<file path="config.mk">
export PLATFORM = sky130hd
export DESIGN_NAME = mia_divider
export DESIGN_NICKNAME = d
export VERILOG_FILES = /design/src/rtl/mia_pkg.sv /design/src/rtl/mia_divider.sv
export SDC_FILE = /design/constraint.sdc
export NUM_CORES = 2
export LEC_CHECK = 0
export BUFFER_PORTS_ARGS = -buffer_cell sky130_fd_sc_hd__buf_4
export CAP_MARGIN = 20
export CELL_PAD_IN_SITES_DETAIL_PLACEMENT = 2
export CELL_PAD_IN_SITES_GLOBAL_PLACEMENT = 2
export CORE_UTILIZATION = 40
export CTS_CLUSTER_DIAMETER = 200
export DETAILED_ROUTE_END_ITERATION = 7
export PLACE_DENSITY_LB_ADDON = 0.1
export SYNTH_ARGS = -nofsm -noshare
export SYNTH_HDL_FRONTEND = slang
export SYNTH_SLANG_ARGS = --single-unit
</file>
<file path="constraint.sdc">
create_clock -name clk -period 16.25 [get_ports clk]
set_clock_uncertainty 0.15 [all_clocks]
set_input_delay 0.8125 -clock clk [delete_from_list [all_inputs] [get_ports clk]]
set_output_delay 0.8125 -clock clk [all_outputs]
set_load 0.01 [all_outputs]
</file>
<file path="src/rtl/mia_pkg.sv">
package mia_pkg;

    localparam int DATA_WIDTH_DEF = 32;
    localparam int FIELD_WIDTH    = 32;
    localparam int OPCODE_WIDTH   = 4;
    localparam int REG_WIDTH      = 5;
    localparam int SHAMT_WIDTH    = 5;

    typedef enum logic [OPCODE_WIDTH-1:0] {
        OP_ADD   = 4'd0,
        OP_SUB   = 4'd1,
        OP_AND   = 4'd2,
        OP_OR    = 4'd3,
        OP_XOR   = 4'd4,
        OP_NOR   = 4'd5,
        OP_SLL   = 4'd6,
        OP_SRL   = 4'd7,
        OP_SRA   = 4'd8,
        OP_SLT   = 4'd9,
        OP_SLTU  = 4'd10,
        OP_MULT  = 4'd11,
        OP_MULTU = 4'd12,
        OP_DIV   = 4'd13,
        OP_DIVU  = 4'd14,
        OP_NONE  = 4'd15
    } opcode_t;

    // Per-item control that travels down the pipeline beside the data.
    typedef struct packed {
        logic                 is_mul;
        logic                 is_div;
        logic                 gpr_write;
        logic [REG_WIDTH-1:0] write_reg;
    } ctl_t;

endpackage

</file>
<file path="src/rtl/mia_divider.sv">
// Unsigned restoring divider unrolled into stages of BITS_PER_STAGE quotient
// bits each. Items advance in lockstep with the rest of the pipeline on adv.
module mia_divider
    import mia_pkg::*;
#(
    parameter int DATA_WIDTH     = DATA_WIDTH_DEF,
    parameter int BITS_PER_STAGE = 4
)
(
    input  logic                  clk,
    input  logic                  adv,
    input  logic [DATA_WIDTH-1:0] dividend,
    input  logic [DATA_WIDTH-1:0] divisor,
    output logic [DATA_WIDTH-1:0] quotient,
    output logic [DATA_WIDTH-1:0] remainder
);

    localparam int NSTAGE = (DATA_WIDTH + BITS_PER_STAGE - 1) / BITS_PER_STAGE;

    logic [DATA_WIDTH-1:0] rem_reg [NSTAGE+1];
    logic [DATA_WIDTH-1:0] quo_reg [NSTAGE+1];
    logic [DATA_WIDTH-1:0] dvs_reg [NSTAGE+1];

    always_comb
    begin
        rem_reg[0] = '0;
        quo_reg[0] = dividend;
        dvs_reg[0] = divisor;
    end

    for (genvar s = 0; s < NSTAGE; s++)
    begin : g_stage
        logic [DATA_WIDTH-1:0] rem_next;
        logic [DATA_WIDTH-1:0] quo_next;

        always_comb
        begin
            logic [DATA_WIDTH:0] trial;
            trial    = '0;
            rem_next = rem_reg[s];
            quo_next = quo_reg[s];
            for (int k = 0; k < BITS_PER_STAGE; k++)
            begin
                if (s * BITS_PER_STAGE + k < DATA_WIDTH)
                begin
                    trial = {rem_next, quo_next[DATA_WIDTH-1]}
                          - {1'b0, dvs_reg[s]};
                    quo_next = {quo_next[DATA_WIDTH-2:0], !trial[DATA_WIDTH]};
                    if (!trial[DATA_WIDTH])
                    begin
                        rem_next = trial[DATA_WIDTH-1:0];
                    end
                    else
                    begin
                        rem_next = {rem_next[DATA_WIDTH-2:0],
                                    quo_reg[s][DATA_WIDTH-1-k]};
                    end
                end
            end
        end

        always_ff @(posedge clk)
        begin
            if (adv)
            begin
                rem_reg[s+1] <= rem_next;
                quo_reg[s+1] <= quo_next;
                dvs_reg[s+1] <= dvs_reg[s];
            end
        end
    end

    assign quotient  = quo_reg[NSTAGE];
    assign remainder = rem_reg[NSTAGE];

endmodule

</file>
==> metrics <==
status=finished, final reports clean; antenna violations before repair=12; Hold Buf Count CTS=0; Ports=130; Skew-Pair Late Insertion Delay=0.78 ns; WL final=337000 µm; worst setup path class=reg2reg; dominant synthesized flop cell=edfxtp_1; Via density=6.06; H-Tree Depth=3; Arr. time, crit path=16.06 ns; worst path required time=16.59 ns; max_slew headroom=26.3%; area of the die=211000 µm²; clock root cell=clkbuf_16; DP HPWL=274000 µm; placed insts=12.5k; Layout Cells excl Fill=12.8k; Critical Path Max Stage Delay=0.56 ns; Hold Slack=~0.06 ns; CTS tree=done; Die Wd=roughly 460 µm; worst-margin pin slew=between 1 and 1.5 ns; worst-path maximum fanout=33; synthesized cell area=83700 µm²; Buffers on Ports=129; Yosys cell types=104; cts bufs inserted=95; number of buffers and inverters on the critical path=5; drt drc=0; slowest stage cell, crit path=a2111oi_1; EDFF count, synth=736; via count=approximately 77k; Tcrit/Tclk final=between 90% and 100%; Final Wtd Congestion=0.902; Ys Warns=0; Num Clock Sinks=736; synth-to-layout area growth=10.9%; Hold/Removal Path Class=in2reg; most used cell, CP=o21ai_0; Syn Area/Cell=8.61 µm²; Clock Tree Buf Depth=3; layout cells sized above 1=about a tenth; max-slew violation count=0; Core Util, Final=44.7%; gr ovfl total=0; async set-or-reset flop fraction in the synthesized netlist=0%; Pre-antenna DRT Iters=5; DR WL/cell=26.4 µm; First DRT Iteration DRCs=~3.7k; final hold vios=0; crit path launch type=flop; Tmin final=15.72 ns; Synth Instances=9716; clk slew on worst S/H paths=0.07 ns; largest net degree at the start of global routing=163; Nets=between 10k and 15k; core area=207000 µm²; number of global-route vias before repair=84.2k; delay-heaviest family, CP=compound AO/OA/AOI/OAI gates; sequential area share after synthesis=between 20% and 30%; commonest non-fill, non-tap cell in the layout=ha_1; Layout fillers=approximately 23k; Max Fclk=about 0.064 GHz; Antenna Violating Nets Remaining=0; #FFs+latches synth=about 740; Setup crit end kind=flop; final setup vio count=0; design area=roughly 93000 µm²; Starting Density=40.3%; commonest non-fill, non-tap cells in the layout=ha_1, a21oi_1, nor2_1, nand2_1, edfxtp_1; placed cell area=88700 µm²; MaxCap Viol Count=0; first-pass GRT wire length=just over 500000 µm; Rows=167; GRT Total Usage=roughly 31%; Die Y=around 460 µm
==> cells in the mapped netlist, types with 33 or more instances <==
library cell	number	area [µm²]
xnor2_1	563	4930
xor2_1	286	2500
or3_1	52	325
o221ai_1	61	534
and3_1	81	507
a21oi_1	950	4750
a22oi_1	79	593
nor3_1	134	671
buf_2	37	185
o21ai_0	609	3050
mux2i_1	128	1280
nand2_1	739	2770
edfxtp_1	736	22100
o21ai_1	33	165
o31a_1	33	289
a221o_1	52	521
nor2b_1	180	1130
o31ai_1	53	398
a21o_1	400	3000
a211oi_1	124	931
o21a_1	166	1250
o211ai_1	53	398
mux2_2	253	2850
nand3_1	178	891
buf_4	66	495
nor2_1	743	2790
or2_2	41	257
inv_1	649	2440
o21bai_1	129	968
nand2b_1	166	1040
and2_1	54	338
nand4_1	46	288
clkbuf_1	179	672
a31oi_1	99	619
ha_1	994	12400
==> repair_timing <==
item	in CTS	in global routing
gates resized for setup	18	60
pin swaps	5	13
endpoints found under the hold margin	0	0
setup buffers	13	31
gates cloned	1	2
setup endpoints to repair	117	207
==> per-stage QoR <==
stage | setup TNS (ns) | setup slack [ns]
after floorplan | 0 | 1.22
after global placement | -6.56 | -0.484
after detailed placement | -37.09 | -0.820
after CTS | 0 | 0.0122
after global routing | -3.90 | -0.155
final | 0 | 0.534
==> layer usage <==
| metal | up-vias | routed length [µm] | GRT usage, % |
|---|---|---|---|
| met1 | 39272 | 138000 | 35.5 |
| met3 | 609 | 8480 | 2.64 |
| li1 | 36205 | - | - |
| met4 | 2 | 17700 | 14.6 |
| met5 | - | 17 | 0 |
| met2 | 1284 | 173000 | 57.5 |
==> cells by family (layout without fill, tap and decap cells) <==
kind of cell,Yosys count,in the layout,synth area share [%]
mux,393,393,5.10
flops,736,736,26.4
compound gates,3212,3212,24.9
other cells,1,16,0.00448
fa+ha+maj,1027,1027,15.6
buf+inv,973,1220,4.75
xor+xnor,861,863,9.13
simple gates,2513,2513,14.0
==> layout make-up <==
cell class                      instances  area [µm²]  share of cell area (%)
Sequential cell                       736       22100                    23.8
Antenna cell                            1        2.50                 0.00270
Clock buffer                          114        2470                    2.66
Clock inverter                         62         633                   0.683
Tap cell                             2788        3490                    3.76
Multi-Input combinational cell       8023       58300                    62.8
Inverter                              657        2470                    2.66
Timing Repair Buffer                  387        3300                    3.55
==> final timing paths <==
| path | start | endpoint | slack, ns | cells past startpoint |
|---|---|---|---|---|
| worst max-delay path | dvs_reg[160] | rem_reg[136] | 0.53 | 58 |
| worst min-delay path | dividend[4] | g_stage[1].quo_next[12] | 0.06 | 1 |
| worst max register to register | dvs_reg[160] | rem_reg[136] | 0.53 | 58 |
| worst min register to register | g_stage[3].quo_next[8] | g_stage[4].quo_next[12] | 0.26 | 0 |
==> worst reg2reg max path: cells and delay by family (launching register included) <==
family / cells / cell delay, ns
DFF: 1 / 0.55
xor gates and xnor gates: 3 / 0.97
adders and majority gates: 5 / 1.73
AOI/OAI and AO/OA: 33 / 8.12
buffers and inverters: 5 / 0.98
muxes: 2 / 0.80
and+or+nand+nor: 10 / 2.18
Power is left out: the tool's default activity adds up to more than one toggle a clock period on the data nets, which glitch-free logic cannot reach.
