===== src/rtl/mia_pkg.sv =====
package mia_pkg;

    localparam int DATA_WIDTH_DEF = 32;
    localparam int FIELD_WIDTH    = 32;
    localparam int OPCODE_WIDTH   = 4;
    localparam int REG_WIDTH      = 5;
    localparam int SHAMT_WIDTH    = 5;

    typedef enum logic [OPCODE_WIDTH-1:0] {
        OP_ADD   = 4'd0,
        OP_SUB   = 4'd1,
        OP_AND   = 4'd2,
        OP_OR    = 4'd3,
        OP_XOR   = 4'd4,
        OP_NOR   = 4'd5,
        OP_SLL   = 4'd6,
        OP_SRL   = 4'd7,
        OP_SRA   = 4'd8,
        OP_SLT   = 4'd9,
        OP_SLTU  = 4'd10,
        OP_MULT  = 4'd11,
        OP_MULTU = 4'd12,
        OP_DIV   = 4'd13,
        OP_DIVU  = 4'd14,
        OP_NONE  = 4'd15
    } opcode_t;

    // Per-item control that travels down the pipeline beside the data.
    typedef struct packed {
        logic                 is_mul;
        logic                 is_div;
        logic                 gpr_write;
        logic [REG_WIDTH-1:0] write_reg;
    } ctl_t;

endpackage


===== src/rtl/mia_pipe_stage.sv =====
// One register slice of the pipeline with a valid bit. The stage takes a new
// transaction whenever it is empty or its content moves on in the same cycle.
module mia_pipe_stage
    import mia_pkg::*;
#(
    parameter int WIDTH = 8
)
(
    input  logic             clk,
    input  logic             rst_n,
    input  logic             in_valid,
    output logic             in_ready,
    input  logic [WIDTH-1:0] in_data,
    output logic             out_valid,
    input  logic             out_ready,
    output logic [WIDTH-1:0] out_data
);

    logic             valid_reg;
    logic [WIDTH-1:0] data_reg;

    assign in_ready  = !valid_reg || out_ready;
    assign out_valid = valid_reg;
    assign out_data  = data_reg;

    always_ff @(posedge clk or negedge rst_n)
    begin
        if (!rst_n)
        begin
            valid_reg <= 1'b0;
        end
        else if (in_ready)
        begin
            valid_reg <= in_valid;
        end
    end

    always_ff @(posedge clk)
    begin
        if (in_ready && in_valid)
        begin
            data_reg <= in_data;
        end
    end

endmodule


===== config.mk =====
export PLATFORM = sky130hd
export DESIGN_NAME = mia_pipe_stage
export DESIGN_NICKNAME = d
export VERILOG_FILES = /design/src/rtl/mia_pkg.sv /design/src/rtl/mia_pipe_stage.sv
export SDC_FILE = /design/constraint.sdc
export NUM_CORES = 1
export LEC_CHECK = 0
export BUFFER_PORTS_ARGS = -buffer_cell sky130_fd_sc_hd__buf_2
export CAP_MARGIN = 20
export CORE_AREA = 2 2 39 41
export CTS_CLUSTER_DIAMETER = 150
export DETAILED_ROUTE_END_ITERATION = 12
export DIE_AREA = 0 0 41 43
export GPL_ROUTABILITY_DRIVEN = 0
export PLACE_DENSITY_LB_ADDON = 0.2
export SLEW_MARGIN = 20
export SYNTH_ARGS = -nofsm -noshare
export SYNTH_HDL_FRONTEND = slang
export SYNTH_SLANG_ARGS = --single-unit

===== constraint.sdc =====
create_clock -name clk -period 1.1 [get_ports clk]
set_input_delay 0.22 -clock clk [delete_from_list [all_inputs] [get_ports clk]]
set_output_delay 0.22 -clock clk [all_outputs]
set_load 0.03 [all_outputs]

==> results.sh, run 1 <==
export IMPL_drive_gt1_share_pct=71.1
export IMPL_nFillCells=154
export IMPL_p_leak_nw=0.206
export IMPL_status="finished clean"
export IMPL_synth_most_common_cell="edfxtp_1"
export IMPL_synth_mux_area_share_pct=0
export IMPL_drc=0
export IMPL_period_needed_ns=1.09
export IMPL_cap_viol_max_count=0
export IMPL_portBuffers=21
export IMPL_end_kind="output pin"
export IMPL_synth_common_cells="edfxtp_1, and2_4, dfrtp_1, nand2b_1, nand2b_4"
export IMPL_arrival_ns=0.87
export IMPL_cts_clk_slew_worst_paths_ns=0.06
export IMPL_post_drt_wl_per_cell_um=9.37
export IMPL_fin_worst_skew_ns=0.00184
export IMPL_dr_pass1_iters=1
export IMPL_async_flop_share_pct=11.1
export IMPL_nets=51
export IMPL_crit_fanout=3
export IMPL_synthAdderAreaFrac_pct=0
export IMPL_required_ns=0.88
export IMPL_die_height_um=43
export IMPL_synth_seq_cells=9
export IMPL_slew_headroom_pct=89.6
export IMPL_start_util_pct=21.2
export IMPL_path_class="reg2out"
export IMPL_synthesis_area_um2=294
export IMPL_dieArea_um2=1760
export IMPL_cts_buffers=3
export IMPL_p_clk_share_pct=32.5
export IMPL_ys_warnings_count=0
export IMPL_cts_root_buf="clkbuf_4"
export IMPL_num_io_pins=22
export IMPL_gr_total_overflow=0
export IMPL_via_per_inst=3.63
export IMPL_synthSimpleGateAreaFrac_pct=9.79
export IMPL_cpLargestDelayFamily="flip-flops"
export IMPL_pwr_share_seq_pct=53.6
export IMPL_cts_tree="built"
export IMPL_worst_path_buf_inv=1
export IMPL_rows=14
export IMPL_grt_max_degree=9
export IMPL_hold_viol_final=0
export IMPL_cp_start_kind="flip-flop"
export IMPL_synth_top_area_cell="edfxtp_1"
export IMPL_slowest_stage="dfrtp_2"
export IMPL_power_switching_w=0.000174
export IMPL_dr_first_iter_drc_count=0
export IMPL_yosysSeqAreaShare_pct=90.2
export IMPL_cp_slowest_stage_delay_ns=0.42
export IMPL_htree_levels=1
export IMPL_synth_distinct_cells=5
export IMPL_dominantRegCellSynth="edfxtp_1"
export IMPL_area_growth_pct=57.4
export IMPL_maxSlewViolCount=0
export IMPL_numClockSinks=9
export IMPL_pwr_density_cell_nw_per_um2=1620
export IMPL_drtAntennaViolNets=0
export IMPL_p_int_w=0.000575
export IMPL_finalSetupViolCount=0
export IMPL_drt_total_wl_um=506
export IMPL_final_core_utilization_pct=33.5
export IMPL_switching_share_pct=23.2
export IMPL_timing_fmax_mhz=916
export IMPL_core_um2=1380
export IMPL_vias=196
export IMPL_synth_top_cell_area_share_pct=81.7
export IMPL_die_x_um=41
export IMPL_synthXorXnorAreaFrac_pct=0
export IMPL_hp_class="in2reg"
export IMPL_grt_pass1_wl_um=772
export IMPL_insertion_delay_ns=0.25
export IMPL_synth_compound_area_share_pct=0
export IMPL_vdd_drop_max_uv=675
export IMPL_grt_pass1_vias=205
export IMPL_final_setup_tns_ns=0
export IMPL_crit_chain="nand2b_4 > buf_6"
export IMPL_syn_instance_count=12
export IMPL_synth_edff_count=8
export IMPL_fin_crit_sh_pct=99.2
export IMPL_rsz0062_at_grt="true"
export IMPL_antenna_cells=0
export IMPL_cts_max_path_buffers=2
export IMPL_avgSynthCellArea_um2=24.5
export IMPL_yosys_top_cells_area="edfxtp_1, dfrtp_1, nand2b_4"
export IMPL_syn_nets=24
export IMPL_synth_top_family_by_area="simple AND/OR/NAND/NOR gates"
export IMPL_antenna_found_initial=0
export IMPL_grt_usage_pct=7.54
export IMPL_tightest_slew_ns=0.157
export IMPL_p_comb_share_pct=14.0
worst paths after layout:
path	start	end	slack [ns]	cells past startpoint
min in group asynchronous	rst_n	out_valid	0.27	2
worst max register to register	out_valid	out_data[4]	0.11	2
worst max-delay path	out_valid	in_ready	0.008	2
worst min-delay path	in_data[1]	out_data[1]	0.14	1
worst min register to register	out_valid	out_valid	0.54	2
max in group asynchronous	rst_n	out_valid	0.74	2
power by group through the flow:
stage / Sequential [W] / Clock [W] / Combinational (W)
after floorplan: 0.000448 / 0 / 0.0000205
after CTS: 0.000402 / 0.000258 / 0.000106
after global routing: 0.000402 / 0.000278 / 0.000112
final: 0.000401 / 0.000243 / 0.000105
after detailed placement: 0.000409 / 0 / 0.0000995
after global placement: 0.000408 / 0 / 0.0000978
through the flow:
stage	hold WS [ns]	setup WS, ns	area, µm²	power (W)	instances
after floorplan	-0.0756	-0.0233	295	0.000468	12
after global placement	-0.00422	0.133	420	0.000505	49
after detailed placement	-0.00395	0.124	420	0.000508	49
after CTS	0.130	-0.00809	463	0.000766	54
after global routing	0.124	-0.0308	463	0.000792	54
final	0.142	0.00848	463	0.000749	54
state kept, by name, indices dropped and copies added (netlist names):
name / cells
out_valid: 1
out_data: 8
layout by cell type, fill, tap and decap left out:
master,count
nand2b_1,1
clkbuf_4,3
and2_4,1
clkbuf_1,1
dfrtp_2,1
edfxtp_1,8
dlygate4sd3_1,1
buf_6,1
buf_2,20
nand2b_4,1
area by class of cell:
cell class	count	area, µm²	share of cell area [%]
sequential	9	267	57.6
timing repair buffer	22	121	26.2
multi-input combinational	3	28.8	6.22
clock buffer	4	26.3	5.68
tap	16	20.0	4.32
layer usage:
metal,track usage (%),routed length [µm]
met1,5.41,138
met5,0,0
met3,4.71,60
met2,11.6,307
met4,8.00,0
what timing repair did:
action                                 in CTS  in global routing
setup buffers                               0                  0
hold buffers                                1                  0
setup endpoints to repair                   1                  2
pin swaps                                   0                  0
endpoints found under the hold margin       1                  0
resized for setup                           2                  0
cloned                                      0                  0
logic make-up after synthesis:
group | Yosys count
flops | 9
simple gates | 3
Power figures use the tool's default switching activity.
==> run 2: changes to the inputs <==
==> constraint.sdc (replaced) <==
create_clock -name clk -period 1.1 [get_ports clk]
set_input_delay 0.165 -clock clk [delete_from_list [all_inputs] [get_ports clk]]
set_output_delay 0.165 -clock clk [all_outputs]
set_load 0.03 [all_outputs]
==> results.sh, run 2 (synthesis results as in run 1) <==
export IMPL_maxSlewViolCount=0
export IMPL_cts_max_path_buffers=2
export IMPL_antenna_cells=0
export IMPL_dr_first_iter_drc_count=0
export IMPL_tightest_slew_ns=0.157
export IMPL_p_leak_nw=0.204
export IMPL_rsz0062_at_grt="false"
export IMPL_post_drt_wl_per_cell_um=9.35
export IMPL_via_per_inst=3.65
export IMPL_num_io_pins=22
export IMPL_cp_start_kind="flip-flop"
export IMPL_hp_class="in2reg"
export IMPL_drc=0
export IMPL_busiest_layer="met2"
export IMPL_cts_buffers=3
export IMPL_pwr_density_cell_nw_per_um2=1630
export IMPL_nFillCells=156
export IMPL_r2r_start="out_valid"
export IMPL_cts_tree="built"
export IMPL_fin_worst_skew_ns=0.00184
export IMPL_cp_startpoint="out_valid"
export IMPL_required_ns=0.94
export IMPL_largest_reg_flops=8
export IMPL_gr_total_overflow=0
export IMPL_cts_root_buf="clkbuf_4"
export IMPL_grt_max_degree=9
export IMPL_final_core_utilization_pct=33.2
export IMPL_insertion_delay_ns=0.25
export IMPL_whs_ns=0.0874
export IMPL_fin_crit_sh_pct=96.2
export IMPL_dr_pass1_iters=1
export IMPL_vias=197
export IMPL_status="finished clean"
export IMPL_cts_clk_slew_worst_paths_ns=0.06
export IMPL_rows=14
export IMPL_vdd_drop_max_uv=673
export IMPL_die_x_um=41
export IMPL_min_from="in_data[1]"
export IMPL_dieArea_um2=1760
export IMPL_final_cell_mix="buf_2, edfxtp_1, clkbuf_4"
export IMPL_multi_input_comb_area_um2=28.8
export IMPL_crit_fanout=3
export IMPL_use_met2_pct=11.6
export IMPL_die_height_um=43
export IMPL_cap_viol_max_count=0
export IMPL_htree_levels=1
export IMPL_path_class="reg2out"
export IMPL_portBuffers=21
export IMPL_drt_total_wl_um=505
export IMPL_numClockSinks=9
export IMPL_period_needed_ns=1.06
export IMPL_grt_pass1_vias=205
export IMPL_slew_headroom_pct=89.6
export IMPL_end_kind="output pin"
export IMPL_grt_pass1_wl_um=772
export IMPL_nets=51
export IMPL_seqCellArea_um2=267
export IMPL_finalSetupViolCount=0
export IMPL_drive_gt1_share_pct=71.1
export IMPL_timing_fmax_mhz=945
export IMPL_arrival_ns=0.89
export IMPL_hold_viol_final=0
export IMPL_start_util_pct=21.2
export IMPL_core_um2=1380
export IMPL_drtAntennaViolNets=0
export IMPL_use_met3_pct=4.71
export IMPL_area_growth_pct=56.2
export IMPL_grt_usage_pct=7.54
export IMPL_final_common_cell="buf_2"
export IMPL_met1_usage_pct=5.41
export IMPL_antenna_found_initial=0
## run 2: routing by layer
metal | up-vias | wire, µm
li1 | 98 | -
met1 | 89 | 138
met2 | 10 | 307
met3 | 0 | 59
met4 | 0 | 0
met5 | - | 0
## run 2: report_power, final
part	internal, W	switching [W]
logic	0.0000387	0.0000638
registers	0.000396	0.00000555
clock network	0.000139	0.000104
total	0.000573	0.000173
## run 2: cell type report
class	count	area share [%]
multi-input combinational	3	6.27
clock buffer	4	5.72
tap	16	4.36
sequential	9	58.0
timing repair buffer	22	25.6
## run 2: metrics by stage
stage,power [W],instance area (µm²),TNS (ns),setup WS [ns],std cells
finish,0.000747,459,0,0.0419,54
global route,0.000790,459,0,0.00200,54
CTS,0.000764,459,0,0.0250,54
detailed placement,0.000508,420,0,0.124,49
global placement,0.000505,420,0,0.133,49
floorplan,0.000468,295,-0.186,-0.0233,12
## run 2: final timing paths
kind                                to  slack (ns)  cells after the start
max                           in_ready        0.04                      2
max in group asynchronous    out_valid        0.80                      2
min reg2reg                  out_valid        0.53                      2
min in group asynchronous    out_valid        0.21                      2
min                        out_data[1]        0.09                      1
max reg2reg                out_data[4]        0.12                      2
## run 2: critical path, stage by stage (launching register included)
cell      delay (ns)
dfrtp_2         0.42
nand2b_4        0.07
buf_4           0.15
## run 2: what timing repair did
| action | in CTS | in global routing |
|---|---|---|
| gates resized for setup | 1 | 0 |
| setup endpoints to repair | 1 | 0 |
| hold buffers | 1 | 0 |
| endpoints found under the hold margin | 1 | 0 |
| setup buffers | 0 | 0 |
==> run 3: changes to the inputs <==
--- a/config.mk
+++ b/config.mk
@@ -13,6 +13,7 @@
 export DIE_AREA = 0 0 41 43
 export GPL_ROUTABILITY_DRIVEN = 0
 export PLACE_DENSITY_LB_ADDON = 0.2
+export SETUP_SLACK_MARGIN = 0.5
 export SLEW_MARGIN = 20
 export SYNTH_ARGS = -nofsm -noshare
 export SYNTH_HDL_FRONTEND = slang
==> constraint.sdc (replaced) <==
create_clock -name clk -period 1 [get_ports clk]
set_input_delay 0.15 -clock clk [delete_from_list [all_inputs] [get_ports clk]]
set_output_delay 0.15 -clock clk [all_outputs]
set_load 0.03 [all_outputs]
==> results.sh, run 3 (synthesis results as in run 1) <==
export IMPL_cp_start_kind="flip-flop"
export IMPL_cts_buffers=3
export IMPL_fin_worst_skew_ns=0.00206
export IMPL_final_setup_worst_slack_ns=-0.0215
export IMPL_cts_max_path_buffers=2
export IMPL_place_inst=49
export IMPL_status="finished, violations left"
export IMPL_fin_total_pwr_w=0.000847
export IMPL_htree_levels=1
export IMPL_vdd_drop_max_uv=749
export IMPL_cts_root_buf="clkbuf_4"
export IMPL_hold_viol_final=0
export IMPL_via_per_inst=3.63
export IMPL_pwr_density_cell_nw_per_um2=1650
export IMPL_final_setup_tns_ns=-0.0215
export IMPL_rows=14
export IMPL_crit_fanout=3
export IMPL_antenna_cells=0
export IMPL_cts_tree="built"
export IMPL_maxSlewViolCount=0
export IMPL_cap_viol_max_count=0
export IMPL_slew_headroom_pct=89.7
export IMPL_p_int_w=0.000652
export IMPL_final_cell_mix="buf_2, buf_6, edfxtp_1"
export IMPL_dr_first_iter_drc_count=0
export IMPL_tightest_slew_ns=0.155
export IMPL_hp_class="in2reg"
export IMPL_die_x_um=41
export IMPL_final_cells=54
export IMPL_vias=196
export IMPL_final_common_cell="buf_2"
export IMPL_dieArea_um2=1760
export IMPL_p_comb_share_pct=15.9
export IMPL_start_util_pct=21.2
export IMPL_nFillCells=144
export IMPL_portBuffers=21
export IMPL_grt_usage_pct=7.75
export IMPL_largest_reg_flops=8
export IMPL_wl_met1_um=142
export IMPL_numClockSinks=9
export IMPL_core_um2=1380
export IMPL_violations="setup timing"
export IMPL_post_drt_wl_per_cell_um=9.31
export IMPL_dr_pass1_iters=1
export IMPL_p_leak_nw=0.222
export IMPL_insertion_delay_ns=0.25
export IMPL_power_switching_w=0.000195
export IMPL_grt_pass1_vias=214
export IMPL_met2WireLength_um=309
export IMPL_pwr_share_seq_pct=52.6
export IMPL_drive_gt1_share_pct=71.1
export IMPL_area_growth_pct=74.5
export IMPL_slowest_stage="dfrtp_2"
export IMPL_period_needed_ns=1.02
export IMPL_switching_share_pct=23.0
export IMPL_cts_clk_slew_worst_paths_ns=0.06
export IMPL_cp_slowest_stage_delay_ns=0.42
export IMPL_final_core_utilization_pct=37.1
export IMPL_whs_ns=0.0724
export IMPL_drtAntennaViolNets=0
export IMPL_nets=51
export IMPL_drc=0
export IMPL_drt_total_wl_um=503
export IMPL_end_kind="output pin"
export IMPL_die_height_um=43
export IMPL_dr_max_layer_used="met3"
export IMPL_finalSetupViolCount=1
export IMPL_antenna_found_initial=0
export IMPL_grt_max_degree=9
export IMPL_cts_setup_buffers=0
export IMPL_timing_fmax_mhz=979
export IMPL_grt_pass1_wl_um=800
export IMPL_wl_met3_um=51
export IMPL_p_clk_share_pct=31.5
export IMPL_path_class="reg2out"
export IMPL_rsz0062_at_grt="true"
export IMPL_gr_total_overflow=0
export IMPL_num_io_pins=22
export IMPL_arrival_ns=0.87
export IMPL_fin_crit_sh_pct=102
export IMPL_required_ns=0.85
export IMPL_crit_chain="nand2b_4 > buf_6"
==> run 3: cell counts in the layout (fill, tap and decap cells not counted) <==
Identical to the previous run, type by type.
==> run 3: worst paths after layout <==
path	start	to	slack, ns	cells after the start
min	in_data[1]	out_data[1]	0.07	1
min in group asynchronous	rst_n	out_valid	0.20	2
min reg2reg	out_valid	out_valid	0.54	2
max	out_valid	in_ready	-0.02	2
max in group asynchronous	rst_n	out_valid	0.71	2
max reg2reg	out_valid	out_data[4]	0.01	2
==> run 3: worst max-delay path: cells and delay by family, from the launching register on <==
kind | cells | cell delay (ns)
buffers and inverters | 1 | 0.12
DFF | 1 | 0.42
and+or+nand+nor | 1 | 0.08
==> run 3: power groups by stage <==
stage	combinational, W	sequential (W)	clock, W
final	0.000134	0.000446	0.000267
after global routing	0.000143	0.000447	0.000306
after CTS	0.000136	0.000446	0.000284
after detailed placement	0.000109	0.000450	0
after global placement	0.000108	0.000448	0
after floorplan	0.0000226	0.000492	0
==> run 3: final cells by class <==
| cell class | count | area (µm²) | share of cell area (%) |
|---|---|---|---|
| multi-input combinational | 3 | 28.8 | 5.61 |
| tap | 16 | 20.0 | 3.90 |
| timing repair buffer | 22 | 171 | 33.4 |
| clock buffer | 4 | 26.3 | 5.12 |
| sequential | 9 | 267 | 52.0 |
==> run 3: layer usage <==
metal | global-route usage [%] | up-vias
met5 | 0 | -
met1 | 6.08 | 88
met4 | 8.00 | 0
li1 | - | 98
met2 | 11.6 | 10
met3 | 4.71 | 0
==> run 3: timing repair <==
| item | in CTS | in global routing |
|---|---|---|
| hold buffers | 1 | 0 |
| pin swaps | 0 | 0 |
| hold endpoints to repair | 1 | 0 |
| gates resized for setup | 18 | 0 |
| endpoints found under the setup margin | 19 | 19 |
==> run 3: metrics by stage <==
step / area, µm² / worst slack [ns]
6_report: 513 / -0.0215
5_1_grt: 513 / -0.0608
4_1_cts: 513 / -0.0381
3_5_place_dp: 420 / 0.0241
3_3_place_gp: 420 / 0.0327
2_1_floorplan: 295 / -0.123
